===== src/hdl/smf_pkg.sv =====
// shared constants and command types for the sliding median filter
`default_nettype none

package smf_pkg;

    localparam int WINDOW_DEF = 8;
    localparam int DATA_W     = 16;

    typedef logic signed [DATA_W-1:0] sample_t;

    // commands from the controller to the datapath
    typedef struct packed {
        logic wr;     // store the accepted sample, advance write position
        logic step;   // one candidate/other compare at the issued indexes
        logic first;  // first compare of a candidate
        logic last;   // last compare of a candidate
        logic fin;    // load the median into the output register
    } cmd_t;

    // status from the datapath to the controller
    typedef struct packed {
        logic out_full;  // output register holds an untaken beat
        logic out_take;  // output beat taken this cycle
    } stat_t;

endpackage

`default_nettype wire


===== src/hdl/smf_datapath.sv =====
// window store, rank counters and median output register
`default_nettype none

module smf_datapath #(
    parameter int WINDOW = smf_pkg::WINDOW_DEF,
    parameter int IDX_W  = (WINDOW > 1) ? $clog2(WINDOW) : 1
) (
    input  wire logic                 clk,
    input  wire logic                 rst_n,
    input  wire smf_pkg::cmd_t        cmd,
    input  wire logic [IDX_W-1:0]     cand_idx,
    input  wire logic [IDX_W-1:0]     other_idx,
    input  wire smf_pkg::sample_t     sample,
    output smf_pkg::stat_t            stat,
    output logic [15:0]               m_tdata,   // [15:0] median
    output logic                      m_tvalid,
    input  wire logic                 m_tready
);
    import smf_pkg::*;

    localparam int CNT_W = $clog2(WINDOW + 1);
    localparam logic [CNT_W-1:0] RANK_LO = CNT_W'((WINDOW - 1) / 2);
    localparam logic [CNT_W-1:0] RANK_HI = CNT_W'(WINDOW / 2);
    localparam logic [IDX_W-1:0] LAST_IDX = IDX_W'(WINDOW - 1);

    sample_t            mem [WINDOW];
    logic [WINDOW-1:0]  vld_reg;
    logic [IDX_W-1:0]   wpos_reg;
    sample_t            cand_reg, other_reg;
    logic               step_reg, first_reg, last_reg;
    logic [CNT_W-1:0]   lt_reg, le_reg;
    logic [CNT_W-1:0]   lt_next, le_next;
    sample_t            lo_reg, hi_reg;
    logic               out_valid_reg;
    logic [15:0]        out_data_reg;
    logic signed [16:0] sum;

    // store write, entries never written read as zero through the valid bits
    always_ff @(posedge clk)
    begin
        if (cmd.wr)
        begin
            mem[wpos_reg] <= sample;
        end
    end

    always_ff @(posedge clk or negedge rst_n)
    begin
        if (!rst_n)
        begin
            vld_reg  <= '0;
            wpos_reg <= '0;
        end
        else if (cmd.wr)
        begin
            vld_reg[wpos_reg] <= 1'b1;
            wpos_reg <= (wpos_reg == LAST_IDX) ? '0 : wpos_reg + 1'b1;
        end
    end

    // registered read ports
    always_ff @(posedge clk)
    begin
        cand_reg  <= vld_reg[cand_idx] ? mem[cand_idx] : '0;
        other_reg <= vld_reg[other_idx] ? mem[other_idx] : '0;
    end

    always_ff @(posedge clk or negedge rst_n)
    begin
        if (!rst_n)
        begin
            step_reg  <= 1'b0;
            first_reg <= 1'b0;
            last_reg  <= 1'b0;
        end
        else
        begin
            step_reg  <= cmd.step;
            first_reg <= cmd.first;
            last_reg  <= cmd.last;
        end
    end

    always_comb
    begin
        lt_next = (first_reg ? '0 : lt_reg) + CNT_W'(other_reg < cand_reg);
        le_next = (first_reg ? '0 : le_reg) + CNT_W'(other_reg <= cand_reg);
    end

    always_ff @(posedge clk)
    begin
        if (step_reg)
        begin
            lt_reg <= lt_next;
            le_reg <= le_next;
            // candidate holds the wanted rank when lt <= r < le
            if (last_reg && lt_next <= RANK_LO && RANK_LO < le_next)
            begin
                lo_reg <= cand_reg;
            end
            if (last_reg && lt_next <= RANK_HI && RANK_HI < le_next)
            begin
                hi_reg <= cand_reg;
            end
        end
    end

    // floor of the mean, odd window has both ranks equal
    assign sum = {lo_reg[15], lo_reg} + {hi_reg[15], hi_reg};

    always_ff @(posedge clk or negedge rst_n)
    begin
        if (!rst_n)
        begin
            out_valid_reg <= 1'b0;
        end
        else if (cmd.fin)
        begin
            out_valid_reg <= 1'b1;
        end
        else if (m_tready)
        begin
            out_valid_reg <= 1'b0;
        end
    end

    always_ff @(posedge clk)
    begin
        if (cmd.fin)
        begin
            out_data_reg <= sum[16:1];
        end
    end

    assign m_tdata       = out_data_reg;
    assign m_tvalid      = out_valid_reg;
    assign stat.out_full = out_valid_reg;
    assign stat.out_take = out_valid_reg && m_tready;

endmodule

`default_nettype wire


===== src/hdl/smf_ctrl.sv =====
// controller sequencing the rank count over the window
`default_nettype none

module smf_ctrl #(
    parameter int WINDOW = smf_pkg::WINDOW_DEF,
    parameter int IDX_W  = (WINDOW > 1) ? $clog2(WINDOW) : 1
) (
    input  wire logic              clk,
    input  wire logic              rst_n,
    input  wire logic              s_tvalid,
    output logic                   s_tready,
    input  wire smf_pkg::stat_t    stat,
    output smf_pkg::cmd_t          cmd,
    output logic [IDX_W-1:0]       cand_idx,
    output logic [IDX_W-1:0]       other_idx
);
    import smf_pkg::*;

    localparam logic [IDX_W-1:0] LAST_IDX = IDX_W'(WINDOW - 1);

    typedef enum logic [1:0] {
        ST_IDLE,
        ST_RUN,
        ST_DRAIN,
        ST_DONE
    } state_t;

    state_t           state_reg, state_next;
    logic [IDX_W-1:0] i_reg, i_next;
    logic [IDX_W-1:0] k_reg, k_next;
    logic             out_free;

    assign out_free = !stat.out_full || stat.out_take;

    always_comb
    begin
        state_next = state_reg;
        i_next     = i_reg;
        k_next     = k_reg;
        cmd        = '0;
        s_tready   = 1'b0;
        case (state_reg)
            ST_IDLE:
            begin
                s_tready = 1'b1;
                if (s_tvalid)
                begin
                    cmd.wr     = 1'b1;
                    i_next     = '0;
                    k_next     = '0;
                    state_next = ST_RUN;
                end
            end
            ST_RUN:
            begin
                cmd.step  = 1'b1;
                cmd.first = (k_reg == '0);
                cmd.last  = (k_reg == LAST_IDX);
                if (k_reg == LAST_IDX)
                begin
                    k_next = '0;
                    if (i_reg == LAST_IDX)
                    begin
                        state_next = ST_DRAIN;
                    end
                    else
                    begin
                        i_next = i_reg + 1'b1;
                    end
                end
                else
                begin
                    k_next = k_reg + 1'b1;
                end
            end
            ST_DRAIN:
            begin
                state_next = ST_DONE;
            end
            ST_DONE:
            begin
                if (out_free)
                begin
                    cmd.fin    = 1'b1;
                    state_next = ST_IDLE;
                end
            end
            default:
            begin
                state_next = ST_IDLE;
            end
        endcase
    end

    always_ff @(posedge clk or negedge rst_n)
    begin
        if (!rst_n)
        begin
            state_reg <= ST_IDLE;
            i_reg     <= '0;
            k_reg     <= '0;
        end
        else
        begin
            state_reg <= state_next;
            i_reg     <= i_next;
            k_reg     <= k_next;
        end
    end

    assign cand_idx  = i_reg;
    assign other_idx = k_reg;

endmodule

`default_nettype wire


===== src/hdl/sliding_median_filter_top.sv =====
// sliding window median filter: one sample in, median of the window out
// an accepted beat is stored, then every window entry is ranked against every entry in turn,
// one candidate/other compare at a time; after a drain state the median is loaded into the
// output register once it is free, and no new input beat is taken until that load is done
// the output register lets a new input beat be taken while a median waits
// reset: window entries read as zero, write position zero, no output pending
`default_nettype none

module sliding_median_filter_top #(
    parameter int WINDOW = smf_pkg::WINDOW_DEF
) (
    input  wire logic        clk,
    input  wire logic        rst_n,
    input  wire logic [15:0] s_tdata,   // [15:0] sample
    input  wire logic        s_tvalid,
    output logic             s_tready,
    output logic [15:0]      m_tdata,   // [15:0] median
    output logic             m_tvalid,
    input  wire logic        m_tready
);
    import smf_pkg::*;

    localparam int IDX_W = (WINDOW > 1) ? $clog2(WINDOW) : 1;

    cmd_t             cmd;
    stat_t            stat;
    logic [IDX_W-1:0] cand_idx;
    logic [IDX_W-1:0] other_idx;

    smf_ctrl #(
        .WINDOW (WINDOW),
        .IDX_W  (IDX_W)
    ) u_ctrl (
        .clk       (clk),
        .rst_n     (rst_n),
        .s_tvalid  (s_tvalid),
        .s_tready  (s_tready),
        .stat      (stat),
        .cmd       (cmd),
        .cand_idx  (cand_idx),
        .other_idx (other_idx)
    );

    smf_datapath #(
        .WINDOW (WINDOW),
        .IDX_W  (IDX_W)
    ) u_datapath (
        .clk       (clk),
        .rst_n     (rst_n),
        .cmd       (cmd),
        .cand_idx  (cand_idx),
        .other_idx (other_idx),
        .sample    (sample_t'(s_tdata)),
        .stat      (stat),
        .m_tdata   (m_tdata),
        .m_tvalid  (m_tvalid),
        .m_tready  (m_tready)
    );

endmodule

`default_nettype wire


===== config.mk =====
export PLATFORM = sky130hd
export DESIGN_NAME = sliding_median_filter_top
export DESIGN_NICKNAME = d
export VERILOG_FILES = /design/src/hdl/smf_pkg.sv /design/src/hdl/smf_datapath.sv /design/src/hdl/smf_ctrl.sv /design/src/hdl/sliding_median_filter_top.sv
export SDC_FILE = /design/constraint.sdc
export NUM_CORES = 1
export LEC_CHECK = 0
export ABC_CLOCK_PERIOD_IN_PS = 6200
export BUFFER_PORTS_ARGS = -buffer_cell sky130_fd_sc_hd__buf_2
export CORE_ASPECT_RATIO = 0.6
export CORE_MARGIN = 3
export CORE_UTILIZATION = 35
export DETAILED_ROUTE_END_ITERATION = 10
export GPL_ROUTABILITY_DRIVEN = 0
export REMOVE_ABC_BUFFERS = 1
export SYNTH_ARGS = -nofsm -noshare
export SYNTH_HDL_FRONTEND = slang
export SYNTH_SLANG_ARGS = --single-unit

===== constraint.sdc =====
create_clock -name clk -period 6.2 [get_ports clk]
set_clock_uncertainty 0.15 [all_clocks]
set_input_delay 0 -clock clk [delete_from_list [all_inputs] [get_ports clk]]
set_output_delay 0 -clock clk [all_outputs]
set_load 0.02 [all_outputs]

# --- Yosys cells after proc, flatten, opt, wreduce, memory -nomap -nowiden ---
# Memory sizes are Yosys's and may differ from the RTL's. A register that Yosys moved wholly into a read port is not among the register bits.
# Cells that the tools add are included.
# Widths: inputs -> output; s select.
op_classes:
  n_eq_ne: 11
  bitwise: 1
  n_addsub: 6
  reduce_logical: 19
  mux: 30
  n_lt_le_gt_ge: 10
op_table:
  columns: ["cell", "n"]
  rows:
  - ["$mux 3", 6]
  - ["$add 16x16->17", 1]
  - ["$le 16x16->1", 1]
  - ["$lt 16x16->1", 1]
  - ["$lt 3x4->1 const B", 3]
  - ["$mux 1", 12]
  - ["$pmux 3 s2", 2]
  - ["$add 3x1->3 const B", 3]
  - ["$eq 3x3->1 const B", 3]
  - ["$add 4x1->4", 2]
  - ["$mux 2", 4]
  - ["$mux 4", 2]
  - ["$or 8x8->8", 1]
  - ["$pmux 2 s4", 1]
  - ["$reduce_and 4->1", 2]
  - ["$bmux 1 s3", 2]
  - ["$logic_and 1x1->1", 6]
  - ["$ne 2x1->1 const B", 3]
  - ["$reduce_and 2->1", 3]
  - ["$eq 2x2->1 const B", 2]
  - ["$le 4x2->1 const B", 1]
  - ["$le 4x3->1 const B", 1]
  - ["$lt 2x4->1 const A", 1]
  - ["$lt 3x4->1 const A", 1]
  - ["9 further kinds", 13]
word_totals:
  output_inout_bits: 18
  register_bits: 79
  word_cells: 92
  mem_bits_rw: 128
  memories: 1
mem_list:
  columns: ["memory", "words", "word_bits", "read_ports", "rd_ports_with_merged_regs", "write_ports", "line_no", "text"]
  rows:
  - ["u_datapath.mem", 8, 16, 2, 2, 1, "smf_datapath.sv:26", "sample_t mem [WINDOW];"]

# --- Depth between registers and ports, before layout ---
depth:
  depth_word: 6
  ltp_mapped: 13
  depth_no_buf: 13

# --- Hierarchy ---
# A second synthesis with hierarchy kept.
hier_totals:
  cells_unflattened: 663
  area_unflattened_um2: 10754.1
by_module_without_submodules:
  columns: ["mod", "area_per_inst_um2", "cells_per_inst", "n_inst"]
  rows:
  - ["smf_datapath", 10208.5, 608, 1]
  - ["smf_ctrl", 545.5, 55, 1]

# --- Worst setup path before layout ---
# Ideal clock, no wire load.
synth_timing:
  path_type: "reg2reg"
  from: "register u_datapath.cand_reg[15], read port of u_datapath.mem"
  to: "register u_datapath.hi_reg[0] (enable)"
  stages_incl_launch_ff: 13
  setup_ns: 0.388
  arrival_ns: 2.924
  period_less_slack_ns: 3.462
  n_path_buf: 0
  setup_slack_ns: 2.738
  t_required_ns: 5.662
  cell_sequence: "dfxtp_1 inv_1 ha_1 nand4_1 a2111o_1 a31o_2 o211ai_1 ha_1 nand3_1 xor2_1 nor2_1 o21ai_0 nor2_1"
synth_lines:
  columns: ["element", "line_no", "text"]
  rows:
  - ["start, declared", "smf_datapath.sv:29", "sample_t cand_reg, other_reg;"]
  - ["$le 16x16->1", "smf_datapath.sv:87", "le_next = (first_reg ? '0 : le_reg) + CNT_W'(other_reg <= cand_reg);"]
  - ["$add 4x1->4", "smf_datapath.sv:87", null]
  - ["named net u_datapath.le_next[3]", "smf_datapath.sv:32", "logic [CNT_W-1:0] lt_next, le_next;"]
  - ["$lt 3x4->1", "smf_datapath.sv:101", "if (last_reg && lt_next <= RANK_HI && RANK_HI < le_next)"]
  - ["$logic_and 1x1->1", "smf_datapath.sv:101", null]
  - ["$reduce_and 2->1 (no line)", null, null]
  - ["end signal, assigned", "smf_datapath.sv:103", "hi_reg <= cand_reg;"]
  - ["end, declared", "smf_datapath.sv:33", "sample_t lo_reg, hi_reg;"]
# The timed path passes the listed nets, and every way through them passes these cells.
# A chain may end at the register's enable or synchronous reset.

# --- Final worst setup path ---
layout_timing:
  from: "register u_datapath.cand_reg[11], read port of u_datapath.mem"
  to: "register u_datapath.hi_reg[2] (enable)"
# Same word-level chain as after synthesis.

==> impl_metrics.json <==
{
  "cts.path.max_buffers": 3,
  "rr_endpoint": "u_datapath.hi_reg[2]",
  "rr_startpoint": "u_datapath.cand_reg[11]",
  "drc_errors": 0,
  "cts.htree.levels": 1,
  "required_ns": 6.25,
  "clk_pin_slew_worst_paths_ns": 0.07,
  "cp_max_fo": 16,
  "rows": 49,
  "syn_area_per_cell_um2": 15.9,
  "async_reset_ff_share_pct": 9.62,
  "timing.final.crit_period_ns": 3.27,
  "rrSetupSlack_ns": 2.93,
  "num_vias": 5944,
  "maxSlewHeadroom_pct": 42.3,
  "report.final.hold_viol_count": 0,
  "hold_end": "u_datapath.mem[1][1]",
  "cts.sinks": 239,
  "cts_tree": "built",
  "worstHoldStart": "s_tdata[1]",
  "worstRegToRegCells": 13,
  "cp.arrival_ns": 3.32,
  "synth_compound_area_share_pct": 4.84,
  "clockRootBuffer": "clkbuf_16",
  "multi_input_comb_area_um2": 3800,
  "synth_seq_cells": 239,
  "switching_share_pct": 32.9,
  "switchingPower_uw": 1790,
  "fillers": 2683,
  "seqPwrFrac_pct": 42.3,
  "drive_gt1_share_pct": 24.9,
  "worst_pin_slew_ns": 0.861,
  "cap_viol_max_count": 0,
  "setup_viol": 0,
  "crit_type": "reg -> reg",
  "grt_pass1_wl_mm": 35.3,
  "fin_crit_sh_pct": 52.7,
  "syn2layout_area_growth_pct": 15.4,
  "syn_inst": 676,
  "clock_latency_ns": 0.54,
  "antenna_found_initial": 0,
  "synth_area_um2": 10800,
  "pwr-share-clk_pct": 25.0,
  "routed_wl_mm": 22.3,
  "largest_reg_flops": 128,
  "endpoint_kind": "flop",
  "avgRoutedWirePerCell_um": 18.9,
  "fmax_mhz": 306,
  "grt_pass1_vias": 6012,
  "antenna_cells": 0,
  "nets": 819,
  "routed_via_density": 5.05,
  "port_buffers": 37,
  "hold-worst-slack_ns": 0.122,
  "grt_max_degree": 38,
  "p_int_uw": 3640,
  "power.density_nw_per_um2": 436,
  "synth_warnings": 0,
  "layout_common_cells": "184 x edfxtp_1, 68 x mux4_2, 55 x nand2_1, 46 x ha_1, 38 x a21oi_1",
  "stdcell_area_um2": 12400,
  "synthDistinctLibCells": 54,
  "synth_top_cell_by_area": "edfxtp_1",
  "regMostFlops": "u_datapath.mem",
  "cts_buffers": 24,
  "die_height_um": 142,
  "final_common_cell": "edfxtp_1",
  "synth-main-ff-cell": "edfxtp_1",
  "synth_simple_gate_area_share_pct": 6.91,
  "slew_viol_final": 0,
  "drt_iter0_markers": 478,
  "rsz0062_at_grt": "false",
  "ys_seq_area_share_pct": 62.6,
  "synth_top_area_share_pct": 51.3,
  "combPwrFrac_pct": 32.7,
  "startpoint_type": "flop",
  "status": "complete, no violations",
  "io-pin-count": 38,
  "muxShareOfSynthArea_pct": 16.4,
  "start_util_pct": 35.8,
  "grt_overflow": 0,
  "post_dp_cell_area_um2": 11500,
  "synth_area_leaders": "edfxtp_1 51%, mux4_2 14%, dfxtp_1 5.9%",
  "synth_fa_ha_area_share_pct": 5.53,
  "cellLeakagePower_uw": 0.00437,
  "vdd_drop_max_mv": 0.172,
  "dieArea_um2": 33000,
  "setup_tns_ns": 0,
  "ant_nets": 0,
  "hp-class": "in -> reg",
  "core_area_um2": 30100,
  "first_pass_iters": 5,
  "dp_hpwl_mm": 13.8,
  "hold_depth": 2,
  "chipWidth_um": 232,
  "synth-xor-area-share_pct": 1.30,
  "cts_setup_buffers": 0,
  "track_usage_pct": 13.9,
  "synth-edff-count": 184,
  "regArea_um2": 6740,
  "synth_top_family_by_area": "multiplexers"
}
-- synthesized netlist by cell type (all sizes together) (6+ instances only) --
master    n
buf      15
or2       9
ha       46
nand2b   12
clkbuf   10
nor2b     7
dfrtp    23
nor2     33
inv      29
nand3     8
edfxtp  184
mux4     68
mux2i    18
xnor2    10
nand2    55
dfxtp    32
xor2      6
nand4     7
o21ai    19
a21oi    38
-- cell families after synthesis --
group | Yosys count
mux | 89
fa+ha+maj | 47
compound gates | 86
flops | 239
xor+xnor | 16
buf+inv | 55
simple gates | 144
-- repair_timing --
action,4_1_cts,5_1_grt
hold buffers,21,0
endpoints found under the hold margin,160,0
gates resized for setup,0,0
-- power by group through the flow --
stage	combinational [µW]	sequential [µW]	clock (µW)
4_1_cts	1800	2290	1400
3_3_place_gp	1770	2320	0
2_1_floorplan	1160	2400	0
5_1_grt	1980	2330	1470
6_report	1780	2300	1360
3_5_place_dp	1780	2330	0
-- worst max-delay path: stages, from the launching register on --
cell and delay, ns:
dfxtp_1 0.39, inv_1 0.06, ha_1 0.31, nand4_1 0.16
a2111o_1 0.39, a31o_2 0.26, o211ai_1 0.09, ha_1 0.19
nand3_1 0.09, xor2_1 0.14, nor2_1 0.16, o21ai_0 0.13
nor2_1 0.13, buf_4 0.26
-- layout make-up --
class / instances / share of cell area [%]
sequential: 239 / 54.2
multi-input combinational: 382 / 30.5
clock buffer: 33 / 5.34
timing repair buffer: 75 / 4.29
tap: 408 / 4.11
inverter: 30 / 0.906
clock inverter: 11 / 0.584
-- worst max-delay path by stage --
stage / start / to / cells past startpoint
detailed placement: u_datapath.cand_reg[1] / u_datapath.hi_reg[12] / 14
CTS: u_datapath.cand_reg[11] / u_datapath.hi_reg[13] / 13
floorplan: u_datapath.cand_reg[15] / u_datapath.hi_reg[0] / 12
finish: u_datapath.cand_reg[11] / u_datapath.hi_reg[2] / 13
global placement: u_datapath.cand_reg[1] / u_datapath.hi_reg[12] / 14
global route: u_datapath.cand_reg[7] / u_datapath.hi_reg[0] / 14
-- per-stage QoR --
step	power [µW]	util, %	setup slack [ns]	instances
CTS	5500	41.3	2.92	1178
global placement	4090	38.1	2.98	1113
detailed placement	4110	38.1	2.93	1113
finish	5430	41.3	2.93	1178
floorplan	3560	-	2.74	651
global route	5780	41.3	2.61	1178
-- metal layers --
layer / part of all wire [%] / global-route usage, % / wire length (µm)
met1: 50 / 21.4 / 11100
met2: 42 / 20.1 / 9380
met3: 6.5 / 3.45 / 1450
met4: 1.5 / 2.49 / 337
met5: 0 / 0 / 0
Power figures use the tool's default switching activity.
